### src/rtl/sha256_hash_unit_macros.svh
// assertion macros for the sha256 hash unit
`ifndef SHA256_HASH_UNIT_MACROS_SVH
`define SHA256_HASH_UNIT_MACROS_SVH

// implication checked on every clock edge outside reset
`define SHA_ASSERT_IMPL(label, clk, rstn, ante, cons, msg) \
    label: assert property (@(posedge clk) disable iff (!rstn) (ante) |-> (cons)) \
        else $error(msg);

// next-cycle implication checked outside reset
`define SHA_ASSERT_NEXT(label, clk, rstn, ante, cons, msg) \
    label: assert property (@(posedge clk) disable iff (!rstn) (ante) |=> (cons)) \
        else $error(msg);

`endif

### src/rtl/sha_pkg.sv
// shared types, constants and functions for the sha256 hash unit
`timescale 1ns / 1ps
package sha_pkg;

    localparam int LENGTH_BITS_DEF = 64;

    localparam logic [31:0] INIT_HASH [8] = '{
        32'h6a09e667, 32'hbb67ae85, 32'h3c6ef372, 32'ha54ff53a,
        32'h510e527f, 32'h9b05688c, 32'h1f83d9ab, 32'h5be0cd19
    };

    localparam logic [31:0] ROUND_K [64] = '{
        32'h428a2f98, 32'h71374491, 32'hb5c0fbcf, 32'he9b5dba5,
        32'h3956c25b, 32'h59f111f1, 32'h923f82a4, 32'hab1c5ed5,
        32'hd807aa98, 32'h12835b01, 32'h243185be, 32'h550c7dc3,
        32'h72be5d74, 32'h80deb1fe, 32'h9bdc06a7, 32'hc19bf174,
        32'he49b69c1, 32'hefbe4786, 32'h0fc19dc6, 32'h240ca1cc,
        32'h2de92c6f, 32'h4a7484aa, 32'h5cb0a9dc, 32'h76f988da,
        32'h983e5152, 32'ha831c66d, 32'hb00327c8, 32'hbf597fc7,
        32'hc6e00bf3, 32'hd5a79147, 32'h06ca6351, 32'h14292967,
        32'h27b70a85, 32'h2e1b2138, 32'h4d2c6dfc, 32'h53380d13,
        32'h650a7354, 32'h766a0abb, 32'h81c2c92e, 32'h92722c85,
        32'ha2bfe8a1, 32'ha81a664b, 32'hc24b8b70, 32'hc76c51a3,
        32'hd192e819, 32'hd6990624, 32'hf40e3585, 32'h106aa070,
        32'h19a4c116, 32'h1e376c08, 32'h2748774c, 32'h34b0bcb5,
        32'h391c0cb3, 32'h4ed8aa4a, 32'h5b9cca4f, 32'h682e6ff3,
        32'h748f82ee, 32'h78a5636f, 32'h84c87814, 32'h8cc70208,
        32'h90befffa, 32'ha4506ceb, 32'hbef9a3f7, 32'hc67178f2
    };

    // word source selected by the controller for the schedule window
    typedef enum logic [1:0] {
        SRC_INPUT  = 2'd0,
        SRC_ZERO   = 2'd1,
        SRC_LEN_HI = 2'd2,
        SRC_LEN_LO = 2'd3
    } word_src_t;

    // controller to datapath commands
    typedef struct packed {
        logic      push;
        word_src_t src;
        logic      pad_final;
        logic      count_add;
        logic      start;
        logic      round;
        logic      finish;
        logic      reinit;
        logic      out_load;
        logic      out_shift;
    } dp_cmd_t;

    // datapath to controller status
    typedef struct packed {
        logic [3:0] fill;
        logic       last_round;
    } dp_stat_t;

    function automatic logic [31:0] rotr(input logic [31:0] x, input int r);
        rotr = (x >> r) | (x << (32 - r));
    endfunction

    function automatic logic [31:0] small_s0(input logic [31:0] x);
        small_s0 = rotr(x, 7) ^ rotr(x, 18) ^ (x >> 3);
    endfunction

    function automatic logic [31:0] small_s1(input logic [31:0] x);
        small_s1 = rotr(x, 17) ^ rotr(x, 19) ^ (x >> 10);
    endfunction

    function automatic logic [31:0] big_s0(input logic [31:0] x);
        big_s0 = rotr(x, 2) ^ rotr(x, 13) ^ rotr(x, 22);
    endfunction

    function automatic logic [31:0] big_s1(input logic [31:0] x);
        big_s1 = rotr(x, 6) ^ rotr(x, 11) ^ rotr(x, 25);
    endfunction

endpackage

### src/rtl/sha_datapath.sv
// sha256 datapath: length counter, schedule window, round logic, hash state, output shifter
`timescale 1ns / 1ps
module sha_datapath #(
    parameter int LENGTH_BITS = sha_pkg::LENGTH_BITS_DEF
) (
    input  logic             aclk,
    input  logic             aresetn,
    input  sha_pkg::dp_cmd_t cmd,
    output sha_pkg::dp_stat_t stat,
    input  logic [31:0]      in_word,
    input  logic [2:0]       in_bytes,
    input  logic             in_final,
    output logic [31:0]      out_word
);
    import sha_pkg::*;

    logic [LENGTH_BITS-1:0] count_reg, count_next;
    logic [3:0]  fill_reg;
    logic [5:0]  round_reg;
    logic [31:0] w_reg [16];
    logic [31:0] v_reg [8];
    logic [31:0] h_reg [8];
    logic [31:0] o_reg [8];
    logic [63:0] len64;
    logic [2:0]  nbytes;
    logic [31:0] push_word, pad_word, keep, w_new, w_cur, t1, t2;

    always_comb begin
        nbytes = (!in_final || in_bytes > 3'd4) ? 3'd4 : in_bytes;
        count_next = count_reg + LENGTH_BITS'({nbytes, 3'b000});
        len64 = 64'(count_reg);
        keep = (nbytes == 3'd0) ? 32'h0 : (32'hffffffff << (6'd32 - {nbytes, 3'b000}));
        // four-byte final word pushes as is; its pad word comes on the next push
        if (in_final && nbytes != 3'd4)
            pad_word = (in_word & keep) | (32'h80000000 >> {nbytes, 3'b000});
        else
            pad_word = in_word;
        case (cmd.src)
            SRC_INPUT:  push_word = cmd.pad_final ? 32'h80000000 : pad_word;
            SRC_ZERO:   push_word = 32'h0;
            SRC_LEN_HI: push_word = len64[63:32];
            SRC_LEN_LO: push_word = len64[31:0];
            default:    push_word = 32'h0;
        endcase
        w_new = small_s1(w_reg[14]) + w_reg[9] + small_s0(w_reg[1]) + w_reg[0];
        w_cur = (round_reg < 6'd16) ? w_reg[0] : w_new;
        t1 = v_reg[7] + big_s1(v_reg[4]) + ((v_reg[4] & v_reg[5]) ^ (~v_reg[4] & v_reg[6]))
            + ROUND_K[round_reg] + w_cur;
        t2 = big_s0(v_reg[0]) + ((v_reg[0] & v_reg[1]) ^ (v_reg[0] & v_reg[2])
            ^ (v_reg[1] & v_reg[2]));
    end

    assign stat.fill       = fill_reg;
    assign stat.last_round = (round_reg == 6'd63);
    assign out_word        = o_reg[0];

    always_ff @(posedge aclk) begin
        if (!aresetn) begin
            count_reg <= '0;
            fill_reg  <= 4'd0;
            round_reg <= 6'd0;
            for (int i = 0; i < 8; i++) h_reg[i] <= INIT_HASH[i];
        end else begin
            if (cmd.reinit)
                count_reg <= '0;
            else if (cmd.count_add)
                count_reg <= count_next;
            // window shifts on push and on each round so index 0 is always the oldest word
            if (cmd.push) begin
                for (int i = 0; i < 15; i++) w_reg[i] <= w_reg[i+1];
                w_reg[15] <= push_word;
                fill_reg  <= fill_reg + 4'd1;
            end else if (cmd.round) begin
                for (int i = 0; i < 15; i++) w_reg[i] <= w_reg[i+1];
                w_reg[15] <= w_cur;
            end
            if (cmd.start) begin
                for (int i = 0; i < 8; i++) v_reg[i] <= h_reg[i];
                round_reg <= 6'd0;
            end else if (cmd.round) begin
                v_reg[7] <= v_reg[6]; v_reg[6] <= v_reg[5]; v_reg[5] <= v_reg[4];
                v_reg[4] <= v_reg[3] + t1;
                v_reg[3] <= v_reg[2]; v_reg[2] <= v_reg[1]; v_reg[1] <= v_reg[0];
                v_reg[0] <= t1 + t2;
                round_reg <= round_reg + 6'd1;
            end
            if (cmd.reinit) begin
                for (int i = 0; i < 8; i++) h_reg[i] <= INIT_HASH[i];
            end else if (cmd.finish) begin
                for (int i = 0; i < 8; i++) h_reg[i] <= h_reg[i] + v_reg[i];
            end
            // the closing block's sum goes straight to the output shifter
            if (cmd.out_load) begin
                for (int i = 0; i < 8; i++) o_reg[i] <= h_reg[i] + v_reg[i];
            end else if (cmd.out_shift) begin
                for (int i = 0; i < 7; i++) o_reg[i] <= o_reg[i+1];
            end
        end
    end
endmodule

### src/rtl/sha_ctrl.sv
// sha256 controller: input handshake, padding sequence, round sequencing, digest output
`timescale 1ns / 1ps
module sha_ctrl (
    input  logic              aclk,
    input  logic              aresetn,
    input  logic              s_tvalid,
    output logic              s_tready,
    input  logic              in_final,
    input  logic [2:0]        in_bytes,
    output logic              m_tvalid,
    input  logic              m_tready,
    output logic [2:0]        out_index,
    output sha_pkg::dp_cmd_t  cmd,
    input  sha_pkg::dp_stat_t stat
);
    import sha_pkg::*;
    `include "sha256_hash_unit_macros.svh"

    typedef enum logic [6:0] {
        ST_IDLE   = 7'b0000001,
        ST_PAD80  = 7'b0000010,
        ST_ZERO   = 7'b0000100,
        ST_LENLO  = 7'b0001000,
        ST_ROUND  = 7'b0010000,
        ST_FINISH = 7'b0100000,
        ST_OUT    = 7'b1000000
    } state_t;

    state_t state_reg, state_next;
    state_t ret_reg, ret_next;   // where to go once the running block is compressed
    logic [2:0] idx_reg, idx_next;
    logic   acc;

    assign s_tready  = (state_reg == ST_IDLE);
    assign acc       = s_tvalid && s_tready;
    assign m_tvalid  = (state_reg == ST_OUT);
    assign out_index = idx_reg;

    always_comb begin
        state_next = state_reg;
        ret_next   = ret_reg;
        idx_next   = idx_reg;
        cmd        = '0;
        cmd.src    = SRC_INPUT;
        case (state_reg)
            ST_IDLE: begin
                if (acc) begin
                    cmd.count_add = 1'b1;
                    cmd.push      = 1'b1;
                    if (!in_final)
                        ret_next = ST_IDLE;
                    else if (in_bytes inside {[3'd4:3'd7]})
                        ret_next = ST_PAD80;
                    else
                        ret_next = ST_ZERO;
                    if (stat.fill == 4'd15) begin
                        cmd.start  = 1'b1;
                        state_next = ST_ROUND;
                    end else begin
                        state_next = ret_next;
                    end
                end
            end
            ST_PAD80: begin
                cmd.push      = 1'b1;
                cmd.pad_final = 1'b1;
                ret_next      = ST_ZERO;
                if (stat.fill == 4'd15) begin
                    cmd.start = 1'b1; state_next = ST_ROUND;
                end else begin
                    state_next = ST_ZERO;
                end
            end
            ST_ZERO: begin
                cmd.push = 1'b1;
                if (stat.fill == 4'd14) begin
                    cmd.src    = SRC_LEN_HI;
                    state_next = ST_LENLO;
                end else begin
                    cmd.src  = SRC_ZERO;
                    ret_next = ST_ZERO;
                    if (stat.fill == 4'd15) begin
                        cmd.start = 1'b1; state_next = ST_ROUND;
                    end
                end
            end
            ST_LENLO: begin
                cmd.push = 1'b1; cmd.src = SRC_LEN_LO; cmd.start = 1'b1;
                ret_next   = ST_OUT;
                state_next = ST_ROUND;
            end
            ST_ROUND: begin
                cmd.round = 1'b1;
                if (stat.last_round) state_next = ST_FINISH;
            end
            ST_FINISH: begin
                cmd.finish = 1'b1;
                // closing block: load the digest and restore the initial state
                if (ret_reg == ST_OUT) begin
                    cmd.out_load = 1'b1;
                    cmd.reinit   = 1'b1;
                end
                state_next = ret_reg;
            end
            ST_OUT: begin
                if (m_tready) begin
                    cmd.out_shift = 1'b1;
                    idx_next = idx_reg + 3'd1;
                    if (idx_reg == 3'd7) state_next = ST_IDLE;
                end
            end
            default: state_next = ST_IDLE;
        endcase
    end

    always_ff @(posedge aclk) begin
        if (!aresetn) begin
            state_reg <= ST_IDLE;
            ret_reg   <= ST_IDLE;
            idx_reg   <= 3'd0;
        end else begin
            state_reg <= state_next;
            ret_reg   <= ret_next;
            idx_reg   <= idx_next;
        end
    end

    `SHA_ASSERT_IMPL(a_ready_idle, aclk, aresetn, s_tready, !m_tvalid,
        "input taken while digest pending")
    `SHA_ASSERT_NEXT(a_out_idx_wrap, aclk, aresetn,
        m_tvalid && m_tready && idx_reg == 3'd7, state_reg == ST_IDLE,
        "digest did not end after eighth word")
    `SHA_ASSERT_IMPL(a_out_idx_zero, aclk, aresetn, $rose(m_tvalid), idx_reg == 3'd0,
        "digest did not start at word zero")
    `SHA_ASSERT_IMPL(a_state_onehot, aclk, aresetn, 1'b1, $onehot(state_reg),
        "controller state not one-hot")
endmodule

### src/rtl/sha256_hash_unit.sv
// sha256 hash unit top level
//  channel | dir | tdata                                   | tuser                | tlast
//  s_      | in  | [31:0] message_word                     | [2:0] bytes_valid    | final_word
//  m_      | out | [31:0] digest_word                      | [2:0] digest_index   | digest_last
// one input word per cycle while a block fills; the sixteenth word of a block then holds
// the input through the 64 rounds of the single round unit and the hash update
// a final word adds padding words and the message length, and possibly a second block
// the digest then leaves as eight words at the rate m_tready allows; input waits meanwhile
// synchronous active-low reset restores the initial hash values
`timescale 1ns / 1ps
module sha256_hash_unit #(
    parameter int LENGTH_BITS = sha_pkg::LENGTH_BITS_DEF
) (
    input  logic        aclk,
    input  logic        aresetn,
    input  logic        s_tvalid,
    output logic        s_tready,
    input  logic [31:0] s_tdata,  // [31:0] message_word
    input  logic [2:0]  s_tuser,  // [2:0] bytes_valid
    input  logic        s_tlast,
    output logic        m_tvalid,
    input  logic        m_tready,
    output logic [31:0] m_tdata,  // [31:0] digest_word
    output logic [2:0]  m_tuser,  // [2:0] digest_index
    output logic        m_tlast
);
    import sha_pkg::*;

    dp_cmd_t  cmd;
    dp_stat_t stat;

    sha_ctrl u_ctrl (
        .aclk(aclk), .aresetn(aresetn),
        .s_tvalid(s_tvalid), .s_tready(s_tready),
        .in_final(s_tlast), .in_bytes(s_tuser),
        .m_tvalid(m_tvalid), .m_tready(m_tready),
        .out_index(m_tuser), .cmd(cmd), .stat(stat)
    );

    sha_datapath #(.LENGTH_BITS(LENGTH_BITS)) u_dp (
        .aclk(aclk), .aresetn(aresetn), .cmd(cmd), .stat(stat),
        .in_word(s_tdata), .in_bytes(s_tuser), .in_final(s_tlast),
        .out_word(m_tdata)
    );

    assign m_tlast = (m_tuser == 3'd7);
endmodule
### config.mk
export PLATFORM = sky130hd
export DESIGN_NAME = sha256_hash_unit
export DESIGN_NICKNAME = d
export VERILOG_FILES = /design/src/rtl/sha_pkg.sv /design/src/rtl/sha_datapath.sv /design/src/rtl/sha_ctrl.sv /design/src/rtl/sha256_hash_unit.sv
export VERILOG_INCLUDE_DIRS = /design/src /design/src/rtl
export SDC_FILE = /design/constraint.sdc
export NUM_CORES = 2
export LEC_CHECK = 0
export BUFFER_PORTS_ARGS = -buffer_cell sky130_fd_sc_hd__clkbuf_2
export CAP_MARGIN = 20
export CORE_MARGIN = 4
export CORE_UTILIZATION = 64
export CTS_BUF_LIST = sky130_fd_sc_hd__clkbuf_8 sky130_fd_sc_hd__clkbuf_16
export DETAILED_ROUTE_END_ITERATION = 8
export PLACE_DENSITY = 0.81
export SYNTH_ARGS = -nofsm -noshare
export SYNTH_HDL_FRONTEND = slang
export SYNTH_SLANG_ARGS = --single-unit
### constraint.sdc
create_clock -name aclk -period 16.95 [get_ports aclk]
set_input_delay 0.8475 -clock aclk [delete_from_list [all_inputs] [get_ports aclk]]
set_output_delay 0.8475 -clock aclk [all_outputs]
set_load 0.01 [all_outputs]
==> flow_summary_export.csv <==
group,metric,value,unit
pwr,cellPowerDensity,122,nW/um^2
pwr,leakagePower,31.4,nW
routing,viasPerCell,6.55,
final_layout,area_delta_synth_final,8.78,%
logic_synthesis,synth_edf_count,1248,
routing,totalWireLength,231000,um
logic_synthesis,ys_warn_count,0,
clock_tree,h-tree-depth,4,
routing,drt_iter0_drc,8075,
routing,wl_met2,101000,um
floorplanning,initial_core_util,0.648,
sta,fin_crit_sh,0.610,
final_layout,largest_reg_flops,512,
worst_hold_path,min_path_type,"input port to flop",
setup_path,cp_slowest_cell,"dfxtp_2",
placed_design,io_buffer_count,77,
clock_tree,cts_num_sinks,1365,
final_layout,fillCellCount,8308,
placed_design,place_area,79800,sq um
clock_tree,clock_latency,830,ps
setup_path,crit_path_max_incr_delay,900,ps
routing,routed-via-count,56400,
pwr,peakVddDrop,135,uV
clock_tree,post_cts_resized,0,
placed_design,dp_hpwl,163000,um
setup_path,critical_path_buf_inv_count,5,
logic_synthesis,synth_seq_area_share,0.509,
final_layout,layout.nets,7522,
setup_path,crit_family,"compound AO/OA/AOI/OAI gates",
setup_path,cp-end-kind,"flop",
grt,antenna_found_initial,11,
logic_synthesis,synth_cell_types,105,
clock_tree,postCtsHoldBufs,0,
logic_synthesis,syn_nets,7547,
sta,finalCriticalPeriod,10340,ps
routing,top_layer,"met5",
logic_synthesis,synthTopCellsByArea,"edfxtp_1, ha_1, fa_1",
grt,grt_pass1_wl,343000,um
floorplanning,dieArea,128000,sq um
setup_path,arrival,10840,ps
logic_synthesis,ys_ff_latch,1365,
setup_path,path_max_fanout,57,
sta,finalSetupViolCount,0,
final_layout,final_cell_area,85000,sq um
floorplanning,die_y,357,um
routing,remaining_drc_errors,0,
final_layout,final_util,0.705,
logic_synthesis,synth_top_cells_by_count,"edfxtp_1, nand2_1, nor2_1",
setup_path,crit_required,17450,ps
floorplanning,fp.coreArea,121000,sq um
logic_synthesis,yosysMostFrequentCell,"edfxtp_1",
sta,skew,68.0,ps
sta,fin_setup_tns,0,ps
logic_synthesis,synthArstFlopShare,0,
clock_tree,clkTransAtPathRegs,60,ps
sta,maxSlewViolCount,0,
setup_path,critPathKind,"flop to flop",
logic_synthesis,syn_inst,6903,
routing,drtPass1Iterations,8,
logic_synthesis,synth_top_flop_cell,"edfxtp_1",
floorplanning,die_w,357,um
sta,setup_ws,6610,ps
sta,max_freq,96.7,MHz
sta,relSlewSlack,0.181,
routing,wl_per_cell,26.8,um
placed_design,gp_congestion,0.998,
logic_synthesis,synth_top_cell_by_area,"edfxtp_1",
sta,hold_violations,0,
flow_run,cap_violations,0,
grt,grt.overflow.total,0,
final_layout,drive_gt1_frac,0.0915,
logic_synthesis,avgSynthCellArea,11.3,sq um
clock_tree,cts_root_buf,"clkbuf_16",
grt,grt_max_degree,225,
grt,grt_util_all_layers,0.359,
placed_design,place_ws,6820,ps
outcome,outcome,"complete, no violations",
sta,rsz0062_at_grt,"no",
logic_synthesis,synth_top_area_share,0.479,
routing,antenna_left,0,
clock_tree,postCtsSetupBuffers,0,
floorplanning,ios,78,
sta,tightest_slew,1230,ps
routing,wl_met3,26900,um
setup_path,critPathLaunchType,"flop",
floorplanning,row_count,127,
grt,grt_pass1_vias,54100,
clock_tree,cts_tree,"yes",
logic_synthesis,syn_area,78200,sq um
clock_tree,cts_buffer_depth,3,
routing,wl_met1,93600,um
clock_tree,numCtsBuffers,147,
cell type report:
type	count	area (sq um)	share of cell area
clock inverter	122	1390	0.0163
sequential	1365	39800	0.468
multi-input combinational	4866	35800	0.421
antenna	1	2.50	0.0000294
tap	1612	2020	0.0237
clock buffer	152	3750	0.0441
inverter	359	1360	0.0159
timing repair buffer	139	941	0.0111
layer usage:
metal / track usage / vias up
li1: - / 24800
met2: 0.538 / 3626
met3: 0.0739 / 512
met4: 0.130 / 6
met5: 0 / -
met1: 0.523 / 27500
power by group:
| group | internal (mW) | leakage, nW | switching [mW] |
|---|---|---|---|
| combinational | 1.12 | 16.7 | 1.80 |
| sequential | 3.95 | 12.1 | 0.154 |
| clock | 1.90 | 2.56 | 1.47 |
tightest hold or removal path: stages:
cell	delay, ps
clkbuf_2	110
nand3_1	80
a21boi_0	70
metrics by stage:
| step | power, mW | hold slack [ps] | cells |
|---|---|---|---|
| after floorplan | 6.28 | 400 | 6903 |
| after global placement | 6.90 | 400 | 8338 |
| after detailed placement | 6.95 | 405 | 8338 |
| after CTS | 10.3 | 329 | 8612 |
| after global routing | 10.8 | 367 | 8615 |
| final | 10.4 | 364 | 8616 |
final timing paths:
| kind | startpoint | endpoint | slack (ps) | cells past startpoint |
|---|---|---|---|---|
| max | u_dp.round_reg[3]$_SDFFE_PP0N_ | u_dp.v_reg[0][31]$_DFFE_PP_ | 6610 | 36 |
| min | m_tready | u_ctrl.out_index[1]$_SDFFE_PN0P_ | 360 | 3 |
| max reg2reg | u_dp.round_reg[3]$_SDFFE_PP0N_ | u_dp.v_reg[0][31]$_DFFE_PP_ | 6610 | 36 |
| min reg2reg | u_dp.w_reg[0][484]$_DFFE_PP_ | u_dp.w_reg[0][452]$_DFFE_PP_ | 380 | 0 |
logic make-up (layout without fill, tap and decap cells):
group                      after synthesis  after routing  synth area share
xor gates and xnor gates               644            644            0.0722
muxes                                  256            256            0.0369
adders and majority gates              623            623             0.118
DFF                                   1365           1365             0.509
AOI/OAI and AO/OA                     1597           1597             0.129
other                                    0              1                 0
buffers and inverters                  672            772            0.0341
and+or+nand+nor                       1746           1746             0.101
layout by cell type, fill, tap and decap left out, drive strengths merged, types with 47 or more instances in the layout:
master,synthesis,layout
mux2,204,204
nor2,427,427
ha,408,408
nand2,732,732
clkinv,3,75
clkbuf,244,229
and3,47,47
nand2b,91,91
o211ai,47,47
edfxtp,1248,1248
o21bai,48,48
xnor2,399,399
o21ai,478,478
nor3,90,90
buf,69,62
xor2,245,245
mux2i,47,47
a21o,163,163
fa,196,196
and2,55,55
a21oi,411,411
o21a,64,64
nor2b,54,54
inv,356,381
a31oi,65,65
nand3,120,120
dfxtp,117,117
Power figures use the tool's default switching activity.
